--- config.mk ---
export PLATFORM = sky130hd
export DESIGN_NAME = ace_cell
export DESIGN_NICKNAME = d
export VERILOG_FILES = /design/src/ace_pkg.sv /design/src/ace_cell.sv
export SDC_FILE = /design/constraint.sdc
export NUM_CORES = 2
export LEC_CHECK = 0
export BUFFER_PORTS_ARGS = -buffer_cell sky130_fd_sc_hd__buf_4
export CORE_MARGIN = 1
export CORE_UTILIZATION = 40
export CTS_BUF_LIST = sky130_fd_sc_hd__clkbuf_8 sky130_fd_sc_hd__clkbuf_16
export DETAILED_ROUTE_END_ITERATION = 12
export PLACE_DENSITY_LB_ADDON = 0.3
export SLEW_MARGIN = 30
export SYNTH_ARGS = -nofsm -noshare
export SYNTH_HDL_FRONTEND = slang
export SYNTH_SLANG_ARGS = --single-unit
--- constraint.sdc ---
create_clock -name clk_i -period 6.9 [get_ports clk_i]
set_clock_uncertainty 0.1 [all_clocks]
set_input_delay 0.345 -clock clk_i [delete_from_list [all_inputs] [get_ports clk_i]]
set_output_delay 0.345 -clock clk_i [all_outputs]
set_load 0.01 [all_outputs]
--- src/ace_pkg.sv ---
// Shared types, widths, codes and reset values for the cadence estimator.
package ace_pkg;

  localparam int MaxSamplesDef = 512;
  localparam int SampleBitsDef = 16;
  localparam int LanesDef      = 8;

  localparam int LagW  = 9;
  localparam int RateW = 17;
  localparam int CadW  = 23;
  localparam int StatW = 2;

  localparam logic [LagW-1:0]  MinLagRst = LagW'(15);
  localparam logic [LagW-1:0]  MaxLagRst = LagW'(160);
  localparam logic [RateW-1:0] RateRst   = RateW'(5000);
  localparam logic [5:0]       SecPerMin = 6'd60;

  localparam logic [StatW-1:0] ST_OK       = 2'd0;
  localparam logic [StatW-1:0] ST_NO_LAG   = 2'd1;
  localparam logic [StatW-1:0] ST_OVERFLOW = 2'd2;

  localparam logic [1:0] REG_MIN_LAG = 2'd0;
  localparam logic [1:0] REG_MAX_LAG = 2'd1;
  localparam logic [1:0] REG_RATE    = 2'd2;

  typedef struct packed {
    logic clr;    // zero the score accumulator
    logic shift;  // take the lagged value from the right neighbor
    logic tap;    // broadcast value is a real series element
  } ace_ctl_t;

endpackage

--- src/ace_cell.sv ---
// One correlation cell: holds a lagged value, multiplies and accumulates.
module ace_cell
  import ace_pkg::*;
#(
  parameter int CW    = 27,
  parameter int ACCW  = 64,
  parameter int SW    = 14,
  parameter int LGW   = 10,
  parameter int SMW   = 15
) (
  input  logic                   clk_i,
  input  logic                   rst_ni,
  input  ace_ctl_t               ctl_i,
  input  logic signed [CW-1:0]   a_i,
  input  logic signed [CW-1:0]   b_i,
  input  logic [SW-1:0]          s_i,
  input  logic [LGW-1:0]         lag_i,
  input  logic [SMW-1:0]         lim_i,
  output logic signed [CW-1:0]   b_o,
  output logic signed [ACCW-1:0] acc_o
);

  logic signed [CW-1:0]   b_q;
  logic signed [2*CW-1:0] prod_q;
  logic                   en_q;
  logic signed [ACCW-1:0] acc_q;
  logic [SMW-1:0]         reach;

  // Term counts only while the lagged index stays inside the series.
  assign reach = SMW'(s_i) + SMW'(lag_i);

  always_ff @(posedge clk_i or negedge rst_ni) begin
    if (!rst_ni) begin
      en_q  <= 1'b0;
      acc_q <= '0;
    end else begin
      en_q <= ctl_i.tap && (reach < lim_i);
      if (ctl_i.clr) begin
        acc_q <= '0;
      end else if (en_q) begin
        acc_q <= acc_q + ACCW'(prod_q);
      end
    end
  end

  always_ff @(posedge clk_i) begin
    if (ctl_i.shift) begin
      b_q <= b_i;
    end
    prod_q <= a_i * b_q;
  end

  assign b_o   = b_q;
  assign acc_o = acc_q;

endmodule

Word level (Yosys, flattened, before mapping)

Index checks and enable logic that the tools add are counted.

Register bits: 146
Bits of input ports: 98
Output and inout bits: 91
Word-level logic and storage cells: 12

Add/subtract/negate cells: 2
Multiply operators: 1
$lt $le $gt $ge: 1
Multiplexer cells: 2
Reduce and logical (&&, ||, !) cells: 2

Operator list:

| operator                     | number |
|---|---|
| two-way mux 64 bit           | 2 |
| adder 64 x 54 -> 64 bit      | 1 |
| multiplier 27 x 27 -> 54 bit | 1 |
| adder 14 x 10 -> 15 bit      | 1 |
| less-than comparator 15 bit  | 1 |
| nonzero test 2 bit           | 1 |
| logical AND 1 bit            | 1 |

Longest topological paths before layout

Depth in word-level cells: 3
Mapped depth: 28
Depth with buffers taken out: 26

Worst setup path after synthesis

No wires, ideal clock.

Path kind: register -> register
Start point: reg b_q[4], in the netlist b_o[4]
End point: reg prod_q[51]
Library setup time: 0.072 ns
Arrival time: 6.980 ns
Data required time: 6.728 ns
Path slack: -0.252 ns
Stages on the path, launching flop included: 24
Buffers on the path: 1
Clock period less this slack: 7.152 ns
Cell sequence: edfxtp_1 > clkbuf_1 > nand2_1 > fa_1 > inv_1 > fa_1 > inv_1 > fa_1 > inv_1 > fa_1 > fa_1 > fa_1 > fa_1 > ha_1 > a21o_1 > a21o_1 > a21o_1 > a21oi_1 > nor2b_1 > o21ai_0 > nand2b_1 > a221o_1 > a31oi_1 > xnor2_1

Cells in the longest elaborated chain, start to end: 1

RTL lines:

| item                         | line           | RTL |
|---|---|---|
| start: declaration           | ace_cell.sv:23 | `logic signed [CW-1:0] b_q;` |
| start signal: assignment     | ace_cell.sv:48 | `b_q <= b_i;` |
| multiplier 27 x 27 -> 54 bit | ace_cell.sv:50 | `prod_q <= a_i * b_q;` |
| end signal: assignment       | ace_cell.sv:50 |  |
| end: declaration             | ace_cell.sv:24 | `logic signed [2*CW-1:0] prod_q;` |

Every way passes these cells.
A chain may end at the register's enable or synchronous reset.

Final worst setup path

Start point: reg b_q[6], in the netlist b_o[6]
End point: reg prod_q[53]

The elaborated chain is that of the path after synthesis.

==> impl_metrics.ini <==
[global_routing]
antenna_found_initial = 1
grt_use_total_pct = 21.96
grt_pass1_vias = 28555
grt-ovfl-total = 0
grt_first_pass_wirelength_um = 154000
grt_max_degree = 66

[sta]
rsz0062_at_grt = true
worstMarginPinSlew_ps = 925.9
whs_ps = 131.9
period_minus_slack_ps = 6785
fmax_mhz = 147.4
slew-limit-headroom_pct = 38.27
drv_slew = 0
hold_violations = 0
min_period_over_period_pct = 98.34
finalSetupViolCount = 0
timing.setup.tns_ps = 0

[worst_setup_path]
path_max_fanout = 18
critPathCaptureType = flop
endpoint = prod_q[53]$_DFF_P_
crit_arrival_ps = 7060
required_ps = 7180
critPathLaunchType = flop
timing.rr.end = prod_q[53]$_DFF_P_
r2r_slack_ps = 110
crit_start = b_o[6]$_DFFE_PP_
reg2regPathDepth = 25
path_class = reg2reg
r2r-start = b_o[6]$_DFFE_PP_

[placed_design]
io_buffers = 188
dp.final_hpwl_um = 81670
globalplace.congestion = 0.8963
place_area_um2 = 40000

[run_status]
status = completed

[floorplanning]
dieArea_um2 = 89600
fp-row-count = 108
design.core.area_um2 = 87160
start_util_pct = 40.57
num_io_pins = 189
die_x_um = 299.3
die_h_um = 299.3

[clocking]
clk_latency_ps = 500
cts_buffers = 17
clk_pin_slew_worst_paths_ps = 60
htree_levels = 4
root_buffer = clkbuf_16
cts_tree = done
clk_path_buf_depth = 2
cts.sinks = 146

[drt]
viasPerCell = 4.958
detail_route.wl_per_cell_um = 17.52
postRouteAntennaNets = 0
num_vias = 27017
initialDrtViolationCount = 1450
wl_um = 95440
route.detailed.drc = 0
firstDrtPassIters = 5

[flow_run]
drv_cap = 0

[worst_hold_path]
holdPathStages = 4
hp-class = in2reg

[yosys]
yosys.area_share.simple_pct = 14.78
synth_nets = 5002
yosys-top-cells-count = inv_1, fa_1, nand2_1
ys.warnings.count = 0
synth-compound-area-share_pct = 8.386
avgSynthCellArea_um2 = 9.077
synth_top_cell_area_share_pct = 43.19
synth_area_leaders = fa_1, inv_1, ha_1
synth_flop_cell = dfrtp_1
synth_edf_count = 27
yosys_register_bits = 146
ys_seq_area_share_pct = 9.949
synth_cell_types = 81
synth_top_family_by_area = adder cells
synthMuxAreaShare_pct = 0.9659
yosys.area.top_type = fa_1
synthesis.area_um2 = 35360
async_reset_ff_share_pct = 44.52
synth_most_common_cell = inv_1
synth_cells = 3896
synthXorXnorAreaFrac_pct = 2.972
synth_fa_ha_area_share_pct = 51.86

[finish]
antenna_cells = 0
area_growth_pct = 18.48
finish.instance_area_um2 = 41900
drive_above_1_share_pct = 15.98
nets = 5387
fill_cells = 8301
repair_timing:
item,CTS,global route
buffers inserted,14,24
hold buffers,29,0
pin swaps,19,67
gates resized for setup,24,142
endpoints found under the setup margin,15,22
hold endpoints to repair,93,0
cloned,0,2
per-layer routing:
layer  wire length, um  vias to the layer above  share of wire (%)  GRT usage, %
li1                  -                    12549                  -             -
met3              5111                       97                5.4         3.580
met5                 0                        -                  0             0
met2             46190                      599                 48         36.84
met1             42130                    13772                 44         29.79
met4              2004                        0                2.1         4.908
cells by family after synthesis:
logic type      count (synthesis)
simple gates                 1090
buf+inv                      1043
fa+ha+maj                    1008
compound gates                455
flops                         146
xor+xnor                      120
mux                            34
flip-flops by register name, summed over array words and instances (netlist names):
signal  cells
acc_o      64
prod_q     54
b_o        27
en_q        1
cell type report:
class,instances,area [um^2],area share (%)
clock buffers,20,489.2,1.168
flip-flops and latches,146,3520,8.401
well taps,1155,1445,3.449
inverters,870,3273,7.812
repair buffers,539,4549,10.86
clock inverters,12,103.9,0.2479
multi-input cells,2707,28520,68.06
stage by stage:
step                      worst slack, ps  instances  util [%]
after floorplan                    -5.274       3896         -
after global routing               -160.4       5449     48.07
after global placement             -159.3       5350     45.89
final                               114.5       5449     48.07
after detailed placement           -199.2       5350     45.89
after CTS                           9.917       5424     47.13
critical path, cell delays in order, from the launching register on:
cell and delay (ps):
edfxtp_1 420, buf_12 190, buf_4 170, and2_1 170
fa_1 530, inv_1 60, fa_1 470, inv_1 50
fa_1 540, ha_1 130, inv_1 40, fa_1 470
inv_1 60, fa_1 550, fa_1 410, ha_1 320
o21ai_0 320, o21ai_1 120, nor3_2 240, o31ai_4 130
and3b_2 250, o21ai_4 220, o31ai_4 120, a21o_1 190
a211o_1 260, xnor2_1 130
worst min path at each step:
stage | from | end | slack (ps)
after floorplan | rst_ni | acc_o[0]$_DFFE_PN0P_ | -50
after global placement | b_i[25] | b_o[25]$_DFFE_PP_ | 420
after detailed placement | acc_o[51]$_DFFE_PN0P_ | acc_o[51]$_DFFE_PN0P_ | 420
after CTS | lim_i[14] | en_q$_DFF_PN0_ | 90
after global routing | lim_i[14] | en_q$_DFF_PN0_ | 120
final | lim_i[14] | en_q$_DFF_PN0_ | 130
placed cells by master (no fill, tap or decap), drive strengths merged, types with 83 or more instances in the layout:
cell	netlist	routed
a21o	83	83
a21oi	144	144
and2	313	313
buf	5	508
fa	763	763
ha	245	245
inv	870	875
nand2	481	481
nor2	149	149
xnor2	83	83
Power is left out: the tool's default activity adds up to more than one toggle a clock period on the data nets, which glitch-free logic cannot reach.
