File: config.mk
export PLATFORM = sky130hd
export DESIGN_NAME = ace_div
export DESIGN_NICKNAME = d
export VERILOG_FILES = /design/src/ace_pkg.sv /design/src/ace_div.sv
export SDC_FILE = /design/constraint.sdc
export NUM_CORES = 1
export LEC_CHECK = 0
export ABC_AREA = 1
export BUFFER_PORTS_ARGS = -buffer_cell sky130_fd_sc_hd__buf_2
export CAP_MARGIN = 20
export CORE_ASPECT_RATIO = 1.1
export CORE_UTILIZATION = 25
export CTS_CLUSTER_SIZE = 20
export DETAILED_ROUTE_END_ITERATION = 8
export PLACE_DENSITY = 0.44
export SYNTH_ARGS = -nofsm -noshare
export SYNTH_HDL_FRONTEND = slang
export SYNTH_SLANG_ARGS = --single-unit
File: constraint.sdc
create_clock -name clk_i -period 1.9 [get_ports clk_i]
set_input_delay 0 -clock clk_i [delete_from_list [all_inputs] [get_ports clk_i]]
set_output_delay 0 -clock clk_i [all_outputs]
set_load 0.02 [all_outputs]
File: src/ace_pkg.sv
// Shared types, widths, codes and reset values for the cadence estimator.
package ace_pkg;

  localparam int MaxSamplesDef = 512;
  localparam int SampleBitsDef = 16;
  localparam int LanesDef      = 8;

  localparam int LagW  = 9;
  localparam int RateW = 17;
  localparam int CadW  = 23;
  localparam int StatW = 2;

  localparam logic [LagW-1:0]  MinLagRst = LagW'(15);
  localparam logic [LagW-1:0]  MaxLagRst = LagW'(160);
  localparam logic [RateW-1:0] RateRst   = RateW'(5000);
  localparam logic [5:0]       SecPerMin = 6'd60;

  localparam logic [StatW-1:0] ST_OK       = 2'd0;
  localparam logic [StatW-1:0] ST_NO_LAG   = 2'd1;
  localparam logic [StatW-1:0] ST_OVERFLOW = 2'd2;

  localparam logic [1:0] REG_MIN_LAG = 2'd0;
  localparam logic [1:0] REG_MAX_LAG = 2'd1;
  localparam logic [1:0] REG_RATE    = 2'd2;

  typedef struct packed {
    logic clr;    // zero the score accumulator
    logic shift;  // take the lagged value from the right neighbor
    logic tap;    // broadcast value is a real series element
  } ace_ctl_t;

endpackage

File: src/ace_div.sv
// Restoring divider, one quotient bit per cycle.
module ace_div
  import ace_pkg::*;
(
  input  logic             clk_i,
  input  logic             rst_ni,
  input  logic             start_i,
  input  logic [CadW-1:0]  dividend_i,
  input  logic [LagW-1:0]  divisor_i,
  output logic             done_o,
  output logic [CadW-1:0]  quot_o
);

  localparam int CntW = $clog2(CadW + 1);

  logic [LagW:0]     rem_q, rem_sh, rem_sub;
  logic [CadW-1:0]   quo_q;
  logic [LagW-1:0]   dsr_q;
  logic [CntW-1:0]   cnt_q;
  logic              busy_q, done_q, fits;

  assign rem_sh  = {rem_q[LagW-1:0], quo_q[CadW-1]};
  assign fits    = rem_sh >= {1'b0, dsr_q};
  assign rem_sub = rem_sh - {1'b0, dsr_q};

  always_ff @(posedge clk_i or negedge rst_ni) begin
    if (!rst_ni) begin
      busy_q <= 1'b0;
      done_q <= 1'b0;
      cnt_q  <= '0;
      rem_q  <= '0;
      quo_q  <= '0;
      dsr_q  <= '0;
    end else begin
      done_q <= busy_q && !start_i && (cnt_q == CntW'(CadW - 1));
      if (start_i) begin
        busy_q <= 1'b1;
        cnt_q  <= '0;
        rem_q  <= '0;
        quo_q  <= dividend_i;
        dsr_q  <= divisor_i;
      end else if (busy_q) begin
        rem_q <= fits ? rem_sub : rem_sh;
        quo_q <= {quo_q[CadW-2:0], fits};
        cnt_q <= cnt_q + 1'b1;
        if (cnt_q == CntW'(CadW - 1)) begin
          busy_q <= 1'b0;
        end
      end
    end
  end

  assign done_o = done_q;
  assign quot_o = quo_q;

endmodule

== After elaboration in Yosys (flattened, before gate mapping) ==
Index checks and enable logic that the tools add are counted.

* Logic and storage cells: 24
* Register bits: 48
* Output and inout bits: 24

* Equal/unequal tests: 1
* Multiplexer cells: 10
* Reductions and logical operators: 4
* Order comparisons: 1
* Add/subtract/negate cells: 2

{| class="wikitable"
|+ Operator list
! kind !! number
|-
| 23-bit 2-to-1 mux || 2
|-
| 9-bit 2-to-1 mux || 3
|-
| 10-bit by 9-bit >= comparator with 1-bit output || 1
|-
| 5-bit 2-to-1 mux || 2
|-
| 9-bit subtractor || 1
|-
| 5-bit by 1-bit adder with 5-bit output (second input constant) || 1
|-
| 5-bit == test (second input constant) || 1
|-
| 1-bit 2-to-1 mux || 3
|-
| 1-bit logical AND || 2
|-
| 2-bit nonzero test || 1
|-
| 1-bit logical NOT || 1
|}

== Longest topological paths before layout ==
* Word-level depth: 4
* Gate-level depth with buffers: 13
* Depth with buffers taken out: 13

== Worst setup path after synthesis ==
Ideal clock, no wire load.

* Path type: reg2reg
* Start point: reg quo_q[22], in the netlist quot_o[22]
* End point: reg rem_q[8]
* Slack: 20 ps
* Period minus slack after synthesis: 1880 ps
* Path buffers: 0
* Data arrival time: 1763 ps
* Stages on the path, launching flop included: 14
* Cells stage by stage: dfrtp_1 -> inv_1 -> ha_1 -> fa_1 -> inv_1 -> nand3_1 -> nand2_1 -> nand2_1 -> nand2_1 -> nand2_1 -> nand2_1 -> nand2_1 -> nand3_1 -> nand2_1

* Cells in the longest elaborated chain, start to end: 4
* Elaborated cells on any way between the ends: 5
* Classes of those cells: add/sub (1); order compare (1); mux (3)

{| class="wikitable"
|+ Ends and longest elaborated chain
! item !! line !! source
|-
| start, declared || ace_div.sv:17 || <nowiki>logic [CadW-1:0] quo_q;</nowiki>
|-
| start signal, assigned || ace_div.sv:40 || <nowiki>quo_q <= dividend_i;</nowiki>
|-
| start signal, assigned || ace_div.sv:44 || <nowiki>quo_q <= {quo_q[CadW-2:0], fits};</nowiki>
|-
| 9-bit subtractor / 10-bit by 9-bit >= comparator with 1-bit output (equally long branches) || ace_div.sv:24, ace_div.sv:23 ||
|-
| 9-bit 2-to-1 mux * || ace_div.sv:43 || <nowiki>rem_q <= fits ? rem_sub : rem_sh;</nowiki>
|-
| 9-bit 2-to-1 mux * || ace_div.sv:42 || <nowiki>end else if (busy_q) begin</nowiki>
|-
| 9-bit 2-to-1 mux * || ace_div.sv:36 || <nowiki>if (start_i) begin</nowiki>
|-
| end signal, assigned || ace_div.sv:43 ||
|-
| end, declared || ace_div.sv:16 || <nowiki>logic [LagW:0] rem_q, rem_sh, rem_sub;</nowiki>
|}

Mark *: on every way between the ends. The rest lies on a longest branch, timed or not. The select of a mux whose other input is x is not followed.
A chain may end at the register's enable or synchronous reset.

== Worst setup path after layout ==
* Start point: reg quo_q[22], in the netlist quot_o[22]
* End point: reg rem_q[7]

Same word-level chain as after synthesis.

==> results.md <==
- Crit path cell chain: inv_2 > ha_2 > fa_2 > inv_2 > buf_4 > nand3_1 > nand4_2 > nand3_1 > nand2_1 > nand2_1
- Yosys reg bits: 48
- Hold Crit Class: primary input to flop
- Met2 capacity usage during global routing: 24.3%
- First drt pass iteration count: 4
- Htree depth: 2
- Clk slew on worst S/H paths: 70 ps
- Total nets after synthesis: 403
- Initial antenna violation count: 0
- Worst setup path class: flop to flop
- DP HPWL: 5480 um
- Most frequent cells after synthesis: nand2_1, inv_1, dfrtp_1
- Rel. slew slack: 68.6%
- Peak supply drop: 0.432 mV
- Post-synthesis cell count: 356
- Top cells by area, synth: dfrtp_1, nand2_1, inv_1
- Fillers: 1157
- Worst path top cell family by delay: adder cells
- Global route hottest layer: met2
- Crit path capture type: flop
- Worst Skew: 5.09 ps
- Count leader, synth: nand2_1
- Post-route DRC: 0
- Total power: 4.48 mW
- Io pins: 59
- Met3 Track Usage GR: 3.08%
- Via/cell ratio: 4.35
- Placed cell count: 556
- Layout Nets: 503
- Tot GR Track Use: 14.0%
- TritonCTS clock tree: yes
- DR vias: 2607
- Cell area after synthesis: 2740 um2
- CP Data Required Time: 2090 ps
- CTS Sinks: 48
- GRT overflow: 0
- ANT nets after route: 0
- Status: finished, final reports clean
- Async SR Flop Fraction: 100%
- Avg WL per Cell: 12.3 um
- Critical Path AT: 1960 ps
- Port bufs: 58
- Core area: 10500 um2
- Final Core Density: 35.8%
- Max-cap violation count: 0
- TritonCTS buffer count: 5
- Setup TNS: 0 ps
- Leak: 1.98 nW
- Worst Tran Pin Value: 470 ps
- Largest stage delay on the critical path: 420 ps
- Slowest stage cell, crit path: fa_2
- Vias in the first global route: 2641
- Post-synth top area share: 43.8%
- Root Driver: clkbuf_16
- CTS Buffer Depth: 2
- Die Wd: 102 um
- Layout area overhead: 37.8%
- Synth cell types: 31
- Final Critical Period: 1770 ps
- Rows: 39
- Synthesis Warnings: 0
- FMAX: 566 MHz
- Final hold vios: 0
- EDFF count, synth: 0
- Post-Layout Cell Count: 600
- RSZ-0062 raised after global routing: false
- Detailed Route Iter0 Violations: 82
- GPL Wtd Cong: 0.843
- Power per Cell Area: 1190 nW/um2
- Buf/Inv on CP: 3
- First-pass GRT wire length: 12500 um
- Routed WL: 7380 um
- # diodes: 0
- Final period util: 93.0%
- Finish-stage setup viols: 0
- Sequential share of the synthesized area: 43.8%
- Die span in y: 112 um
- CP max FO: 4
- Slew Viols, Final: 0
- Clk_lat worst skew: 300 ps
- Routing usage on met1: 17.0%
- Starting Density: 26.0%
- Main flop type after synthesis: dfrtp_1
- Pin count of the biggest net entering global routing: 21
- Largest area contributor in the netlist: dfrtp_1
- Share of cells above drive strength 1: 23.6%
- Syn avg cell area: 7.70 um2
- DIE AREA: 11400 um2
- Startpoint Class: flop
-- through the flow --
stage / area, um2 / hold WS (ps) / setup slack [ps]
4_1_cts: 3720 / 106 / 31.4
5_1_grt: 3770 / 125 / 8.64
2_1_floorplan: 2740 / -296 / 19.5
3_3_place_gp: 3220 / -32.1 / 94.5
6_report: 3770 / 106 / 133
3_5_place_dp: 3220 / -36.0 / 57.7
-- power by group --
group / leakage [nW] / switching, mW / internal (mW)
sequential: 0.598 / 0.148 / 1.21
clock: 0.0808 / 0.402 / 0.620
combinational: 1.30 / 1.30 / 0.804
-- per-layer routing --
metal / vias up / share of wire (%)
met5: - / 0
met4: 0 / 1.3
met3: 6 / 3.7
met2: 48 / 49
met1: 1222 / 46
li1: 1331 / -
-- placed cells by master (no fill, tap or decap), types with 4 or more instances in the layout --
master / netlist / layout
nand3_1: 29 / 28
ha_1: 11 / 7
nor2_2: 2 / 4
a21oi_1: 5 / 5
inv_1: 56 / 54
dlygate4sd3_1: 0 / 33
clkbuf_16: 0 / 5
o211ai_1: 11 / 11
o221ai_1: 8 / 8
dfrtp_1: 48 / 48
inv_2: 3 / 5
nand2_2: 6 / 7
nand2_1: 123 / 122
buf_4: 0 / 13
buf_2: 4 / 58
nor2_1: 13 / 11
o21ai_0: 9 / 9
-- worst register-to-register path, cell delays in order, from the launching register on --
cell	delay, ps
dfrtp_1	360
inv_2	50
ha_2	190
fa_2	420
inv_2	80
buf_4	100
nand3_1	90
nand4_2	150
nand3_1	100
nand2_1	80
nand2_1	50
-- final cells by class --
class / count / area (um2) / area share [%]
clock buffers: 6 / 129 / 3.41
well taps: 143 / 179 / 4.74
repair buffers: 104 / 718 / 19.0
multi-input cells: 238 / 1290 / 34.2
inverters: 59 / 221 / 5.87
clock inverters: 2 / 35.0 / 0.928
flip-flops and latches: 48 / 1200 / 31.8
-- final timing paths --
kind                             from         to  slack [ps]  cells after the start
setup / recovery           quot_o[22]   rem_q[7]         130                     10
max in group asynchronous      rst_ni     busy_q        1140                      3
hold / removal                start_i   dsr_q[7]         110                      3
hold reg to reg              dsr_q[0]   dsr_q[0]         480                      2
setup reg to reg           quot_o[22]   rem_q[7]         130                     10
min in group asynchronous      rst_ni  quot_o[2]         160                      2
-- cells by family after synthesis --
kind of cell	share of synthesized area, %
compound gates	9.77
xor+xnor	0.320
fa+ha+maj	5.75
buf+inv	10.3
flops	43.8
simple gates	30.0
-- flip-flops by register name, indices dropped and copies added, names as in the netlist --
signal and count:
quot_o 23, dsr_q 9, rem_q 9, cnt_q 5
busy_q 1, done_o 1
-- repair_timing --
action	CTS	global route
setup endpoints to repair	0	9
hold buffers	33	0
gates resized for setup	0	11
buffers inserted	0	3
endpoints found under the hold margin	47	0
(Power assumes the default switching activity.)
